## config.mk

```make
export PLATFORM = sky130hd
export DESIGN_NAME = tcf_cordic
export DESIGN_NICKNAME = d
export VERILOG_FILES = /design/src/hw/rtl/tcf_pkg.sv /design/src/hw/rtl/tcf_cordic.sv
export SDC_FILE = /design/constraint.sdc
export NUM_CORES = 1
export LEC_CHECK = 0
export BUFFER_PORTS_ARGS = -buffer_cell sky130_fd_sc_hd__buf_2
export CAP_MARGIN = 30
export CORE_AREA = 3 3 202 204
export DETAILED_ROUTE_END_ITERATION = 10
export DIE_AREA = 0 0 205 207
export PLACE_DENSITY = 0.75
export SYNTH_ARGS = -nofsm -noshare
export SYNTH_HDL_FRONTEND = slang
export SYNTH_SLANG_ARGS = --single-unit
```

## constraint.sdc

```tcl
create_clock -name clk_i -period 5.7 [get_ports clk_i]
set_clock_uncertainty 0.2 [all_clocks]
set_input_delay 0.855 -clock clk_i [delete_from_list [all_inputs] [get_ports clk_i]]
set_output_delay 0.855 -clock clk_i [all_outputs]
set_load 0.02 [all_outputs]
```

## src/hw/rtl/tcf_pkg.sv

```systemverilog
// Shared types, constants and the CORDIC angle table for the tilt filter.
`default_nettype none
package tcf_pkg;

  // CORDIC datapath widths: vector components and angle accumulator
  localparam int CW = 36;
  localparam int ZW = 27;

  localparam logic signed [ZW-1:0] DEG180 = 27'sd11796480;

  // integration step: round(g*dt*65536 / 131000000)
  localparam int StepW = 52;
  localparam int StepRw = 27;
  localparam logic [StepRw-1:0] STEP_DIV = 27'd131000000;
  localparam logic [StepW-1:0] STEP_HALF = 52'd65500000;

  // rate scaling: round(g*256 / 131)
  localparam int RateW = 24;
  localparam int RateRw = 8;
  localparam logic [RateRw-1:0] RATE_DIV = 8'd131;
  localparam logic [RateW-1:0] RATE_HALF = 24'd65;

  localparam logic [15:0] ALPHA_RST = 16'd64225;

  // configuration register indexes
  localparam logic CFG_SENSOR_OK = 1'b0;
  localparam logic CFG_ALPHA = 1'b1;

  typedef enum logic [2:0] {
    ST_IDLE,
    ST_PREP,
    ST_LOAD,
    ST_RUN,
    ST_DIFF,
    ST_BLEND,
    ST_ROUND,
    ST_FIN
  } tcf_state_e;

  // round(atan(2^-i) degrees * 65536)
  function automatic logic signed [ZW-1:0] atan_step(input logic [4:0] idx);
    logic signed [ZW-1:0] r;
    begin
      case (idx)
        5'd0: r = 27'sd2949120;
        5'd1: r = 27'sd1740967;
        5'd2: r = 27'sd919879;
        5'd3: r = 27'sd466945;
        5'd4: r = 27'sd234379;
        5'd5: r = 27'sd117304;
        5'd6: r = 27'sd58666;
        5'd7: r = 27'sd29335;
        5'd8: r = 27'sd14668;
        5'd9: r = 27'sd7334;
        5'd10: r = 27'sd3667;
        5'd11: r = 27'sd1833;
        5'd12: r = 27'sd917;
        5'd13: r = 27'sd458;
        5'd14: r = 27'sd229;
        5'd15: r = 27'sd115;
        5'd16: r = 27'sd57;
        5'd17: r = 27'sd29;
        5'd18: r = 27'sd14;
        5'd19: r = 27'sd7;
        5'd20: r = 27'sd4;
        5'd21: r = 27'sd2;
        5'd22: r = 27'sd1;
        default: r = '0;
      endcase
      return r;
    end
  endfunction

endpackage
`default_nettype wire

```

## src/hw/rtl/tcf_cordic.sv

```systemverilog
// Vectoring CORDIC, one rotation per cycle, atan2 in 1/65536 degree.
`default_nettype none
module tcf_cordic import tcf_pkg::*; #(
  parameter int STEPS = 16
) (
  input  wire logic                 clk_i,
  input  wire logic                 rst_ni,
  input  wire logic                 start_i,
  input  wire logic signed [CW-1:0] x_i,
  input  wire logic signed [CW-1:0] y_i,
  output logic signed      [ZW-1:0] angle_o,
  output logic                      done_o
);

  localparam int IW = $clog2(STEPS);

  logic                 busy_q, done_q, last;
  logic [IW-1:0]        cnt_q;
  logic signed [CW-1:0] x_q, y_q, xs, ys;
  logic signed [ZW-1:0] z_q, tab;
  logic                 zero_q;

  assign last = cnt_q == IW'(STEPS - 1);
  assign xs   = x_q >>> cnt_q;
  assign ys   = y_q >>> cnt_q;
  assign tab  = atan_step(5'(cnt_q));

  always_ff @(posedge clk_i or negedge rst_ni) begin
    if (!rst_ni) begin
      busy_q <= 1'b0;
      done_q <= 1'b0;
    end else begin
      done_q <= busy_q && last;
      if (start_i) begin
        busy_q <= 1'b1;
      end else if (last) begin
        busy_q <= 1'b0;
      end
    end
  end

  always_ff @(posedge clk_i) begin
    if (start_i) begin
      cnt_q  <= '0;
      zero_q <= (x_i == '0) && (y_i == '0);
      // left half plane: flip the vector, start from +/-180
      if (x_i < 0) begin
        x_q <= -x_i;
        y_q <= -y_i;
        z_q <= (y_i >= 0) ? DEG180 : -DEG180;
      end else begin
        x_q <= x_i;
        y_q <= y_i;
        z_q <= '0;
      end
    end else if (busy_q) begin
      cnt_q <= cnt_q + 1'b1;
      if (!y_q[CW-1]) begin
        x_q <= x_q + ys;
        y_q <= y_q - xs;
        z_q <= z_q + tab;
      end else begin
        x_q <= x_q - ys;
        y_q <= y_q + xs;
        z_q <= z_q - tab;
      end
    end
  end

  assign angle_o = zero_q ? '0 : z_q;
  assign done_o  = done_q;

endmodule
`default_nettype wire

```

# Word level (Yosys, flattened, before mapping)
# Memory sizes are Yosys's and may differ from the RTL's. A register that Yosys moved wholly into a read port is not among the register bits.
# Cells that the tools add are included.
totals:
  reg_bits: 106
  romBits: 352
  inputBits: 75
  out_inout_bits: 28
  elab_cells: 46
  n_memories: 1
op_classes:
  n_addsub: 9
  n_lt_le_gt_ge: 2
  eq_ne: 1
  shift: 2
  n_mux: 18
  reduce_logical: 6
mem_list:
  columns: ["memory", "words", "word_bits", "rd", "rd_clocked_by_memory_dff", "wr", "line_no", "text"]
  rows:
  - ["(no name shown)", 16, 22, 1, 1, 0, "tcf_pkg.sv:44", "case (idx)"]
op_table:
  columns: ["cell", "count"]
  rows:
  - ["2-to-1 mux 36 bit", 8]
  - ["2-to-1 mux 27 bit", 6]
  - ["adder 36 bit", 2]
  - ["logical NOT 36 bit", 2]
  - ["negation 36 bit", 2]
  - [">>> shifter 36 x 4 -> 36 bit", 2]
  - ["subtractor 36 bit", 2]
  - ["greater-or-equal comparator 36 x 1 -> 1 bit (second input constant)", 1]
  - ["less-than comparator 36 x 1 -> 1 bit (second input constant)", 1]
  - ["adder 27 bit", 1]
  - ["subtractor 27 bit", 1]
  - ["2-to-1 mux 4 bit", 2]
  - ["adder 4 x 1 -> 4 bit (second input constant)", 1]
  - ["equality test 4 bit (second input constant)", 1]
  - ["nonzero test 2 bit", 2]
  - ["logical AND 1 bit", 2]
  - ["2-to-1 mux 1 bit", 2]

# Depth between registers and ports, before layout
logic_depth:
  word_depth: 5
  ltp_mapped: 28
  depth_no_buf: 23

# Worst setup path after synthesis
# Ideal clock, no wire load.
synth_timing:
  path_kind: "register -> register"
  start: "register cnt_q[3]"
  end: "register y_q[33] (data pin)"
  setup_time_ps: 267
  arrival_time_ps: 5451
  required_ps: 5233
  slack_ps: -218
  path_stages_with_launch: 27
  path_buffers: 7
  synth_period_minus_slack_ps: 5918
  path_cell_list: "dfxtp_1 clkbuf_1 clkbuf_1 buf_2 clkbuf_1 clkbuf_1 clkbuf_1 clkbuf_1 o21ai_0 o31ai_1 ha_1 nand2_1 nor3b_2 and2_1 nand4_2 o41ai_1 xnor2_1 ha_1 a21o_1 a21o_1 nand2_1 o211a_1 nand2_1 a221oi_1 nor2b_1 xor2_1 o21ai_0"
synth_via:
  elab_chain_cells: 5
  word_cells_on_any_way: 6
  classes_between: "add/sub (2); shift (1); mux (3)"
synth_rtl:
  columns: ["element", "line_no", "text"]
  rows:
  - ["from (decl)", "tcf_cordic.sv:18", "logic [IW-1:0] cnt_q;"]
  - ["from (signal assigned)", "tcf_cordic.sv:57", "cnt_q <= cnt_q + 1'b1;"]
  - [">>> shifter 36 x 4 -> 36 bit *", "tcf_cordic.sv:24", "assign xs = x_q >>> cnt_q;"]
  - ["subtractor 36 bit or adder 36 bit (tied branches)", "tcf_cordic.sv:60, tcf_cordic.sv:64", null]
  - ["2-to-1 mux 36 bit *", "tcf_cordic.sv:58", "if (!y_q[CW-1]) begin"]
  - ["2-to-1 mux 36 bit *", "tcf_cordic.sv:56", "end else if (busy_q) begin"]
  - ["2-to-1 mux 36 bit *", "tcf_cordic.sv:43", "if (start_i) begin"]
  - ["to (signal assigned)", "tcf_cordic.sv:49", "y_q <= -y_i;"]
  - ["to (signal assigned)", "tcf_cordic.sv:60", "y_q <= y_q - xs;"]
  - ["to (signal assigned)", "tcf_cordic.sv:64", "y_q <= y_q + xs;"]
  - ["to (decl)", "tcf_cordic.sv:19", "logic signed [CW-1:0] x_q, y_q, xs, ys;"]
# Mark *: on every way between the ends. The rest lies on a longest branch, timed or not. The select of a mux whose other input is x is not followed.
# A chain may end at the register's enable or synchronous reset.

# Worst setup path in the final report
layout_timing:
  start: "register cnt_q[1]"
  end: "register x_q[34] (data pin)"
layout_via:
  elab_chain_cells: 5
  word_cells_on_any_way: 6
  classes_between: "add/sub (2); shift (1); mux (3)"
layout_rtl:
  columns: ["element", "line_no", "text"]
  rows:
  - [">>> shifter 36 x 4 -> 36 bit *", "tcf_cordic.sv:25", "assign ys = y_q >>> cnt_q;"]
  - ["adder 36 bit or subtractor 36 bit (tied branches)", "tcf_cordic.sv:59, tcf_cordic.sv:63", null]
  - ["2-to-1 mux 36 bit *", "tcf_cordic.sv:58", null]
  - ["2-to-1 mux 36 bit *", "tcf_cordic.sv:56", null]
  - ["2-to-1 mux 36 bit *", "tcf_cordic.sv:43", null]
  - ["to (signal assigned)", "tcf_cordic.sv:48", "x_q <= -x_i;"]
  - ["to (signal assigned)", "tcf_cordic.sv:59", "x_q <= x_q + ys;"]
  - ["to (signal assigned)", "tcf_cordic.sv:63", "x_q <= x_q - ys;"]
  - ["to (decl)", "tcf_cordic.sv:19", null]
# Marks and branches as above.

==> flow_metrics.py <==
metrics = {
    "synth": {
        "synth_largest_area_cell": "edfxtp_1",
        "synthesis.area_um2": 17500,
        "synthCells": 2056,
        "ys_seq_elements": 128,
        "synth_top_area_share_pct": 17.1,
        "synthTopCellsByArea": "edfxtp_1, mux4_2, ha_1",
        "yosysWarnings": 0,
        "ys_types": 101,
        "synthFlopType": "edfxtp_1",
        "syn_area_per_cell_um2": 8.52,
        "synth_fp_nets": 2242,
        "synth_edf_count": 100,
        "async_flop_share_pct": 1.56,
        "seq_area_frac_synth_pct": 20.4,
    },
    "global_routing": {
        "grt_pass1_vias": 16500,
        "grt_use_total_pct": 25.3,
        "grt_pass1_wl_mm": 86.8,
        "gr-total-overflow": 0,
        "grt_max_degree": 73,
        "antenna_found_initial": 3,
    },
    "clock_tree": {
        "clkTransAtPathRegs_ps": 70,
        "cts_tree": "built",
        "cts_buffers": 17,
        "clockBufferDepth": 2,
        "ctsHtreeMaxLevel": 4,
        "cts_sinks": 128,
        "clk_latency_ps": 470,
        "clockRootBuffer": "clkbuf_16",
    },
    "run_status": {
        "status": "completed",
    },
    "setup_path": {
        "r2r-start": "cnt_q[1]",
        "critPathLaunch": "cnt_q[1]",
        "critPathMaxFanout": 6,
        "end_kind": "register",
        "crit_type": "register to register",
        "reg2reg_depth": 22,
        "cp.required_ps": 5690,
        "worst_ep_arrival_time_ps": 5500,
        "start_kind": "register",
    },
    "hold_path": {
        "hold_path_class": "register to register",
        "worstHoldPathCells": 2,
        "hold_path_startpoint": "busy_q",
    },
    "sta": {
        "finalHoldViolCount": 0,
        "fin_setup_tns_ps": 0,
        "slew_viol_final": 0,
        "rsz0062_at_grt": "yes",
        "worstMarginPinSlew_ps": 896,
        "setup_violations": 0,
        "hold_ws_ps": 483,
        "fin_crit_sh_pct": 96.7,
        "fmax_ghz": 0.182,
        "final.min_clock_period_ps": 5510,
        "slew_headroom_pct": 40.3,
    },
    "drt": {
        "wire_per_inst_um": 19.6,
        "drc": 0,
        "drtIter0Drc": 1223,
        "drt-total-wl_mm": 54.6,
        "firstDrtPassIters": 5,
        "via_count": 16900,
        "via_per_inst": 6.05,
        "ant_nets": 0,
    },
    "place": {
        "placed_cells": 2739,
        "port_buffers": 102,
        "gp_congestion": 0.963,
        "dp_hpwl_mm": 42.2,
    },
    "floorplanning": {
        "die_h_um": 207,
        "dieArea_um2": 42400,
        "io_pins": 103,
        "rows": 73,
        "start_util_pct": 44.4,
        "die_w_um": 205,
        "design.core.area_um2": 39500,
    },
    "cells_and_area": {
        "area_growth_pct": 16.0,
        "instances_no_fill": 2786,
        "final_util_pct": 51.5,
        "layout-drive-gt1-share_pct": 22.4,
        "nets": 2432,
    },
    "job": {
        "cap_violations": 0,
    },
}
per-layer routing:
layer / vias to the layer above / GRT usage [%] / part of all wire [%]
li1: 8089 / - / -
met5: - / 0 / 0.055
met4: 4 / 8.60 / 3.1
met3: 121 / 4.18 / 5.3
met1: 8103 / 32.1 / 42
met2: 546 / 43.5 / 50
flip-flops by register name, indices dropped and copies added (netlist names):
name	count
zero_q	1
x_q	36
cnt_q	4
y_q	36
z_q	27
tab	22
done_o	1
busy_q	1
cell families (layout without fill, tap and decap cells):
kind of cell               Yosys count  count (layout)  share of synthesized area, %
AOI/OAI and AO/OA                  591             591                          21.6
xor gates and xnor gates           224             224                          11.2
and+or+nand+nor                    659             659                          18.7
buffers and inverters              162             365                          4.15
other                                0               2                             0
muxes                              181             181                          15.9
adders and majority gates          111             111                          8.05
DFF                                128             128                          20.4
layout by cell type (no fill, tap or decap), types with 20 or more instances in the layout:
master and count:
a21o_1 50, a21oi_1 173, a31oi_1 27, buf_2 101, buf_4 167, clkbuf_16 20, dfxtp_1 22, edfxtp_1 100
ha_1 107, inv_1 53, mux2_2 43, mux2i_1 60, mux4_2 70, nand2_1 186, nand2b_1 24, nand3_1 34
nor2_1 185, nor2b_1 45, nor3_1 44, o21a_1 30, o21ai_0 122, o31ai_1 34, or3_1 22, xnor2_1 138
xor2_1 86
area by class of cell:
type | count | area, um2
Clock buffer | 22 | 518
Antenna cell | 2 | 5.00
Fill cell | 3720 | 19100
Multi-Input combinational cell | 1766 | 13400
Clock inverter | 10 | 85.1
Timing Repair Buffer | 276 | 1890
Inverter | 57 | 214
Sequential cell | 128 | 3590
Tap cell | 525 | 657
what timing repair did:
item	4_1_cts	5_1_grt
hold endpoints to repair	2	0
endpoints found under the setup margin	4	17
resized for setup	2	38
hold buffers	1	0
setup buffers	3	9
pin swaps	0	5
cloned	0	0
worst max-delay path, cell delays in order, from the launching register on:
cell and delay (ps):
dfxtp_4 420, buf_4 180, mux4_2 590, mux4_2 500
nor2_2 110, o21ai_2 90, buf_4 150, nor4_4 370
buf_4 200, nor2b_2 150, a21oi_1 90, xor2_1 190
ha_1 320, a21o_1 190, a21oi_2 160, o211ai_1 140
a221oi_2 290, nor3_2 110, a41oi_2 220, a211oi_1 110
buf_4 170, a31oi_2 190, o41ai_2 90
final timing paths:
check	endpoint	slack [ps]
min in group asynchronous	busy_q	500
max in group asynchronous	done_o	4670
min reg2reg	busy_q	480
min	busy_q	480
max reg2reg	x_q[34]	190
max	x_q[34]	190
cells in the mapped netlist, types with 16 or more instances:
cell,n
o31ai_1,37
mux2_2,43
a21o_1,50
ha_1,108
nand2b_1,24
xnor2_1,138
or3_1,22
dfxtp_1,26
nor2b_1,47
inv_1,54
o21a_1,30
buf_2,19
and2_1,16
xor2_1,86
nor3_1,45
a21oi_1,177
a31oi_1,29
nor2_1,188
nand3_1,35
o21ai_0,123
mux2i_1,61
nand2_1,186
clkbuf_1,58
buf_1,18
edfxtp_1,100
a211oi_1,17
mux4_2,70
and3_1,18
stage by stage:
step | worst slack (ps) | cell area (um2)
detailed placement | -224 | 19400
CTS | 2.00 | 20100
global placement | -119 | 19400
finish | 191 | 20300
floorplan | 38.6 | 17500
global route | -113 | 20300
Power is left out: the tool's default activity adds up to more than one toggle a clock period on the data nets, which glitch-free logic cannot reach.
