<file path="src/hw/rtl/tcf_div.sv">
// Bit-serial restoring divider, one quotient bit per cycle.
`default_nettype none
module tcf_div #(
  parameter int DW = 52,
  parameter int RW = 27
) (
  input  wire logic          clk_i,
  input  wire logic          rst_ni,
  input  wire logic          start_i,
  input  wire logic [DW-1:0] dividend_i,
  input  wire logic [RW-1:0] divisor_i,
  output logic      [DW-1:0] quot_o,
  output logic               done_o
);

  localparam int CNTW = $clog2(DW);

  logic            busy_q, busy_d, done_q, done_d;
  logic [CNTW-1:0] cnt_q;
  logic [RW-1:0]   rem_q;
  logic [DW-1:0]   quo_q;
  logic [RW:0]     trial, diff;
  logic            ge;

  assign trial = {rem_q, quo_q[DW-1]};
  assign diff  = trial - {1'b0, divisor_i};
  assign ge    = trial >= {1'b0, divisor_i};

  always_comb begin
    busy_d = busy_q;
    done_d = 1'b0;
    if (start_i) begin
      busy_d = 1'b1;
    end else if (busy_q && cnt_q == CNTW'(DW - 1)) begin
      busy_d = 1'b0;
      done_d = 1'b1;
    end
  end

  always_ff @(posedge clk_i or negedge rst_ni) begin
    if (!rst_ni) begin
      busy_q <= 1'b0;
      done_q <= 1'b0;
    end else begin
      busy_q <= busy_d;
      done_q <= done_d;
    end
  end

  always_ff @(posedge clk_i) begin
    if (start_i) begin
      rem_q <= '0;
      quo_q <= dividend_i;
      cnt_q <= '0;
    end else if (busy_q) begin
      rem_q <= ge ? diff[RW-1:0] : trial[RW-1:0];
      quo_q <= {quo_q[DW-2:0], ge};
      cnt_q <= cnt_q + 1'b1;
    end
  end

  assign quot_o = quo_q;
  assign done_o = done_q;

endmodule
`default_nettype wire

</file>
<file path="config.mk">
export PLATFORM = sky130hd
export DESIGN_NAME = tcf_div
export DESIGN_NICKNAME = d
export VERILOG_FILES = /design/src/hw/rtl/tcf_div.sv
export SDC_FILE = /design/constraint.sdc
export NUM_CORES = 1
export LEC_CHECK = 0
export ABC_CLOCK_PERIOD_IN_PS = 2410
export BUFFER_PORTS_ARGS = -buffer_cell sky130_fd_sc_hd__buf_4
export CORE_UTILIZATION = 38
export DETAILED_ROUTE_END_ITERATION = 6
export MAX_ROUTING_LAYER = met4
export PLACE_DENSITY = 0.64
export SYNTH_ARGS = -nofsm -noshare
export SYNTH_HDL_FRONTEND = slang
export SYNTH_SLANG_ARGS = --single-unit
</file>
<file path="constraint.sdc">
create_clock -name clk_i -period 2.41 [get_ports clk_i]
set_input_delay 0.482 -clock clk_i [delete_from_list [all_inputs] [get_ports clk_i]]
set_output_delay 0.482 -clock clk_i [all_outputs]
set_load 0.1 [all_outputs]
</file>
======== Word level (Yosys, flattened, before mapping) ========
Cells that the tools add are included.
storage, ports and cells
  register bits after elaboration ......... 87
  input port bits ......................... 82
  word-level logic and storage cells ...... 19
operators by class
  add/sub/neg operators ................... 2
  order comparisons ....................... 1
  equality and inequality tests ........... 1
  multiplexer cells ....................... 7
  reductions and logical operators ........ 3
operator list
  operator                                                       count
  52-bit 2-to-1 mux                                              2
  28-bit by 27-bit >= comparator with 1-bit output               1
  27-bit 2-to-1 mux                                              1
  27-bit subtractor                                              1
  6-bit by 1-bit adder with 6-bit output, second input constant  1
  6-bit == test, second input constant                           1
  1-bit 2-to-1 mux                                               4
  2-bit nonzero test                                             2
  1-bit logical AND                                              1

======== Longest topological paths before layout ========
Gate-level depths: netlist of run 1.
  word-level depth ........................ 4
  mapped depth ............................ 14
  depth with buffers taken out ............ 12

======== Worst setup path after synthesis of run 1 ========
Ideal clock, no wire load.
  path kind ............................... register to register
  from .................................... reg quo_q[51] (netlist: quot_o[51])
  to ...................................... reg rem_q[4]
  setup time .............................. 0.086 ns
  arrival time ............................ 3.172 ns
  path slack .............................. -0.847 ns
  stages on the path, launching flop included .. 14
  clock period less this slack ............ 3.257 ns
  cell sequence ........................... edfxtp_1 > inv_1 > ha_1 > fa_1 > nor2b_4 > o31a_4 > o211a_1 > o221ai_2 > a21oi_4 > nor2_8 > buf_6 > a211oi_1 > a21oi_1 > a211oi_1
between the ends
  word-level cells in the longest chain between the ends .. 2
  elaborated cells between the ends (all ways) .. 3
ends and longest elaborated chain
  item                                                                                   line    RTL
  start: declaration                                                                     21      logic [DW-1:0] quo_q;
  start signal: assignment                                                               53      quo_q <= dividend_i;
  start signal: assignment                                                               57      quo_q <= {quo_q[DW-2:0], ge};
  27-bit subtractor or 28-bit by 27-bit >= comparator with 1-bit output (tied branches)  26, 27
  27-bit 2-to-1 mux (*)                                                                  56      rem_q <= ge ? diff[RW-1:0] : trial[RW-1:0];
  end signal: assignment                                                                 56
  end: declaration                                                                       20      logic [RW-1:0] rem_q;
Mark *: on every way between the ends. The rest lies on a longest branch, timed or not.
A chain may end at the register's enable or synchronous reset.

======== Worst setup path in the final report of run 1 ========
  from .................................... reg quo_q[51] (netlist: quot_o[51])
  to ...................................... reg rem_q[7]
Same word-level chain as after synthesis.

==> results of run 1 <==
metrics by stage:
stage                     util [%]  instances  hold WS [ns]
after floorplan                  -        502         0.186
after global placement        53.1        878         0.267
after detailed placement      53.1        878         0.266
after CTS                     56.1        899         0.425
after global routing          57.0        902         0.422
final                         57.0        902         0.432
layout make-up:
class	instances	area share (%)
Clock buffer	9	2.96
Clock inverter	7	0.822
Inverter	35	1.73
Multi-Input combinational cell	355	37.7
Sequential cell	87	29.8
Tap cell	176	2.89
Timing Repair Buffer	233	24.1
final timing paths:
| kind | startpoint | slack [ns] | end | cells after the start |
|---|---|---|---|---|
| max in group asynchronous | rst_ni | 1.89 | busy_q | 2 |
| min | dividend_i[37] | 0.43 | quot_o[37] | 2 |
| max reg2reg | quot_o[51] | -0.19 | rem_q[7] | 13 |
| min reg2reg | cnt_q[5] | 0.49 | cnt_q[5] | 2 |
| min in group asynchronous | rst_ni | 0.44 | done_o | 2 |
| max | quot_o[51] | -0.19 | rem_q[7] | 13 |
placed cells by master (no fill, tap or decap), types with 9 or more instances in the layout:
| cell type | count |
|---|---|
| a211oi_1 | 15 |
| a21o_1 | 12 |
| a21oi_1 | 21 |
| a21oi_2 | 9 |
| buf_4 | 219 |
| clkbuf_16 | 9 |
| dfxtp_1 | 33 |
| edfxtp_1 | 52 |
| ha_1 | 27 |
| inv_1 | 33 |
| mux2_2 | 51 |
| mux2i_1 | 9 |
| nand2_1 | 17 |
| nor2_1 | 41 |
| o21ai_0 | 11 |
| xnor2_1 | 14 |
| xor2_1 | 10 |
layer usage:
metal / track usage (%) / routed length [um]
met4: 5.31 / 199
met1: 24.9 / 6070
met5: - / 0
met3: 2.99 / 405
met2: 35.3 / 7250
cells by family after synthesis:
group                    after synthesis  synth area share (%)
buffers and inverters                 60                  4.98
AO/OA/AOI/OAI                        121                  16.2
flip-flops                            87                  43.3
multiplexers                          62                  13.1
AND/OR/NAND/NOR                      118                  11.3
XOR/XNOR                              25                  4.17
adder cells (fa/ha/maj)               29                  7.05
state kept, by name, summed over array words and instances (netlist names):
register and flops:
cnt_q 6, busy_q 1, quot_o 52, rem_q 27, done_o 1
repair_timing:
action                     4_1_cts  5_1_grt
resized for setup               23       25
buffers inserted                 4        3
hold endpoints to repair         2        0
hold buffers                     1        0
setup endpoints to repair       27       28
pin swaps                       16       12
power by group:
group / internal [uW] / switching, uW / leakage [uW]
Combinational: 2300 / 2650 / 0.00259
Sequential: 1900 / 233 / 0.000842
Clock: 720 / 638 / 0.000133
==> impl_metrics.csv, run 1 <==
group,metric,value,unit
layout,regArea,2270,um^2
critical_path,cp_cell_sequence,"inv_2 > ha_4 > fa_2 > nor2b_4 > o31a_4 > o211a_1 > o221ai_2 > a21oi_4 > nor2_8 > buf_6 > and3b_1 > a21oi_2 > a211oi_1",
critical_path,required,2.62,ns
synthesis,synth_seq_area_share,43.3,%
timing,finalCriticalPeriod,2.60,ns
grt,grt_pass1_wl,22600,um
route,ant_nets,0,
layout,fin_nets,832,
grt,grt_max_degree,53,
place,portBuffers,134,
critical_path,cp_max_fo,8,
grt,grt_pass1_vias,4585,
outcome,status,"complete, but fails checks",
route,drc,0,
outcome,violations,"setup timing",
timing,maxSlewViolCount,0,
synthesis,synth_fp_nets,613,
layout,nFillCells,1185,
cts,cts_buffer_depth,2,
synthesis,yosys.cell_types.count,64,
timing,worst_pin_slew,0.525,ns
route,vias,4577,
timing,relSlewSlack,64.9,%
cts,cts.sinks,87,
layout,antennaDiodeCount,0,
layout,area_growth,45.0,%
synthesis,yosys_warnings,0,
run,drv_cap,0,
route,viasPerCell,5.07,
power_and_ir_drop,p_total,8450,uW
timing,post-route-period-util,108,%
cts,cts_tree,"built",
power_and_ir_drop,vdd_drop_max,0.526,mV
synthesis,synth_area_leaders,"edfxtp_1 30%, dfxtp_1 13%, mux2_2 11%",
synthesis,synth_top_cell_area_share,29.7,%
synthesis,synth_common_cells,"53 x mux2_2, 52 x edfxtp_1, 49 x nor2_1",
synthesis,yosysMostFrequentCell,"mux2_2",
timing,setup_ws,-0.188,ns
place,dp_hpwl,10600,um
place,globalplace.congestion,0.907,
synthesis,yosysTopAreaCell,"edfxtp_1",
synthesis,ys_seq_elements,87,
worst_hold_path,hp-class,"input port to flip-flop",
timing,finalSetupViolCount,26,
cts,ctsRootBufferMaster,"clkbuf_16",
critical_path,cp-start-kind,"flip-flop",
critical_path,critPathBufInv,2,
critical_path,cp_slowest_cell,"edfxtp_1",
power_and_ir_drop,leakage,0.00356,uW
floorplan,die_area,14300,um^2
floorplan,start_util,39.3,%
critical_path,crit_path_end_kind,"flip-flop",
layout,multi_input_area,2870,um^2
floorplan,coreArea,13300,um^2
critical_path,critPathArrivalTime,2.81,ns
grt,grt_usage,20.4,%
floorplan,num_io_pins,135,
route,first_pass_iters,4,
timing,skew,0.00532,ns
layout,final_area,7610,um^2
synthesis,synth-main-ff-cell,"edfxtp_1",
critical_path,crit_family,"compound AO/OA/AOI/OAI gates",
cts,cts_max_level,3,
synthesis,async_reset_ff_share,2.30,%
layout,drive_gt1_share,47.8,%
route,routed_wl,13900,um
power_and_ir_drop,cellPowerDensity,1110,nW/um^2
cts,cts_inserted_buffers,9,
synthesis,synth_edf_count,52,
synthesis,netlist_instances,502,
route,first_iter_violations,224,
synthesis,netlist_area,5250,um^2
critical_path,critPathMaxStageDelay,0.40,ns
cts,worstSkewPairLatency,0.35,ns
cts,clkSlewWorstSetupHoldPaths,0.07,ns
floorplan,die_y,120,um
timing,hold_violations,0,
floorplan,core.rowCount,42,
grt,overflow,0,
timing,tns,-3.18,ns
place,place_area,7080,um^2
floorplan,dieWidth,120,um
synthesis,synth_area_per_cell,10.5,um^2
timing,fmax,385,MHz
timing,rsz0062_at_grt,"yes",
route,wl_per_cell,15.4,um
grt,antenna_found_initial,0,
place,preCtsSetupSlack,-0.451,ns
critical_path,path_class,"flip-flop to flip-flop",
No activity file was read; power rests on OpenSTA's default activity.
==> run 2, diff against run 1 <==
==> config.mk (replaced) <==
export PLATFORM = sky130hd
export DESIGN_NAME = tcf_div
export DESIGN_NICKNAME = d
export VERILOG_FILES = /design/src/hw/rtl/tcf_div.sv
export SDC_FILE = /design/constraint.sdc
export NUM_CORES = 1
export LEC_CHECK = 0
export ABC_CLOCK_PERIOD_IN_PS = 3000
export BUFFER_PORTS_ARGS = -buffer_cell sky130_fd_sc_hd__buf_4
export CORE_UTILIZATION = 55
export DETAILED_ROUTE_END_ITERATION = 6
export MAX_ROUTING_LAYER = met4
export PLACE_DENSITY = 0.83
export SYNTH_ARGS = -nofsm -noshare
export SYNTH_HDL_FRONTEND = slang
export SYNTH_SLANG_ARGS = --single-unit
==> constraint.sdc (replaced) <==
create_clock -name clk_i -period 3 [get_ports clk_i]
set_input_delay 0.6 -clock clk_i [delete_from_list [all_inputs] [get_ports clk_i]]
set_output_delay 0.6 -clock clk_i [all_outputs]
set_load 0.1 [all_outputs]
==> impl_metrics.csv, run 2 (same netlist as run 1, synthesis figures left out) <==
group,metric,value,unit
outcome,status,"complete, no violations",
layout,nFillCells,667,
critical_path,path_class,"flip-flop to flip-flop",
layout,fin_nets,751,
layout,drive_gt1_share,37.1,%
grt,grt_pass1_vias,4095,
layout,layout_common_cells,"151 x buf_4, 53 x mux2_2, 52 x edfxtp_1",
timing,finalSetupViolCount,0,
place,place_area,6440,um^2
layout,final_area,6630,um^2
timing,worst_pin_slew,1.07,ns
timing,skew,0.0135,ns
floorplan,dieWidth,99.7,um
cts,cts.sinks,87,
cts,worstSkewPairLatency,0.35,ns
route,viasPerCell,5.57,
floorplan,die_area,9940,um^2
route,ant_nets,0,
layout,multi_input_area,2730,um^2
cts,postCtsHoldBufs,0,
route,wl_per_cell,16.3,um
route,first_iter_violations,156,
layout,area_growth,26.2,%
cts,cts_max_level,3,
route,routed_wl,12600,um
place,globalplace.congestion,0.911,
critical_path,cp-start-kind,"flip-flop",
timing,finalCriticalPeriod,2.80,ns
timing,relSlewSlack,28.9,%
timing,maxSlewViolCount,0,
grt,overflow,0,
layout,largest_register_ffs,52,
route,vias,4311,
power_and_ir_drop,vdd_drop_max,0.362,mV
floorplan,coreArea,9240,um^2
grt,antenna_found_initial,0,
place,portBuffers,134,
grt,grt_usage,25.9,%
timing,post-route-period-util,93.2,%
floorplan,num_io_pins,135,
timing,rsz0062_at_grt,"no",
route,first_pass_iters,4,
floorplan,start_util,56.8,%
cts,cts_inserted_buffers,9,
worst_hold_path,hp-class,"input port to asynchronous set/reset pin",
timing,hold_violations,0,
cts,clkSlewWorstSetupHoldPaths,0.09,ns
layout,regArea,2270,um^2
critical_path,critPathArrivalTime,3.02,ns
layout,final_common_cell,"buf_4",
grt,grt_max_degree,53,
critical_path,cp_max_fo,17,
place,dp_hpwl,9400,um
cts,ctsRootBufferMaster,"clkbuf_8",
layout,fin_util,71.7,%
floorplan,die_y,99.7,um
critical_path,crit_path_end_kind,"flip-flop",
power_and_ir_drop,cellPowerDensity,827,nW/um^2
grt,grt_pass1_wl,19700,um
timing,fmax,358,MHz
route,drc,0,
cts,cts_tree,"built",
cts,cts_buffer_depth,2,
critical_path,required,3.22,ns
power_and_ir_drop,leakage,0.00305,uW
floorplan,core.rowCount,35,
timing,tns,0,ns
run,drv_cap,0,
layout,antennaDiodeCount,0,
==> run 2: what timing repair did <==
action                                  in CTS  in global routing
setup buffers                                0                  0
resized for setup                            0                  1
endpoints found under the setup margin       0                  1
==> run 2: where the power goes <==
group	switching, uW	internal [uW]	total [uW]
sequential	194	1520	1720
clock	456	315	770
combinational	1830	1160	2990
total	2480	3000	5480
==> run 2: cell type report <==
type	count	share of cell area, %
inverters	35	1.98
clock inverters	6	0.812
repair buffers	152	17.3
multi-input cells	355	41.3
flip-flops and latches	87	34.3
well taps	129	2.44
clock buffers	10	1.93
==> run 2: path summary, 6_finish.rpt <==
path,from,to,slack (ns),depth (start not counted)
max,quot_o[51],rem_q[14],0.20,12
min,rst_ni,busy_q,0.02,1
max reg2reg,quot_o[51],rem_q[14],0.20,12
min reg2reg,rem_q[8],rem_q[8],0.51,2
max in group asynchronous,rst_ni,done_o,2.89,1
min in group clk_i,rem_q[8],rem_q[8],0.51,2
==> run 2: worst max-delay path: stages, from the launching register on <==
cell	delay, ns
edfxtp_1	0.45
inv_1	0.09
ha_2	0.19
fa_2	0.23
nor2b_4	0.05
o31a_4	0.29
o211a_1	0.25
o221ai_2	0.21
a21oi_4	0.11
nor2_8	0.24
mux2_2	0.37
mux2i_1	0.14
nor2_1	0.06
==> run 2: layer usage <==
layer,global-route usage (%),part of all wire [%]
met5,-,0
met4,8.14,2.1
met3,3.44,3.9
met2,43.4,50
met1,32.4,44
==> run 2: through the flow <==
stage | setup WS [ns] | hold slack (ns) | total power, uW | cells
floorplan | -0.155 | 0.304 | 4030 | 502
global placement | 0.0653 | 0.388 | 4610 | 758
detailed placement | -0.0282 | 0.389 | 4680 | 758
CTS | 0.228 | 0.0110 | 5450 | 774
global route | 0.0325 | 0.00554 | 5780 | 774
finish | 0.205 | 0.0235 | 5480 | 774
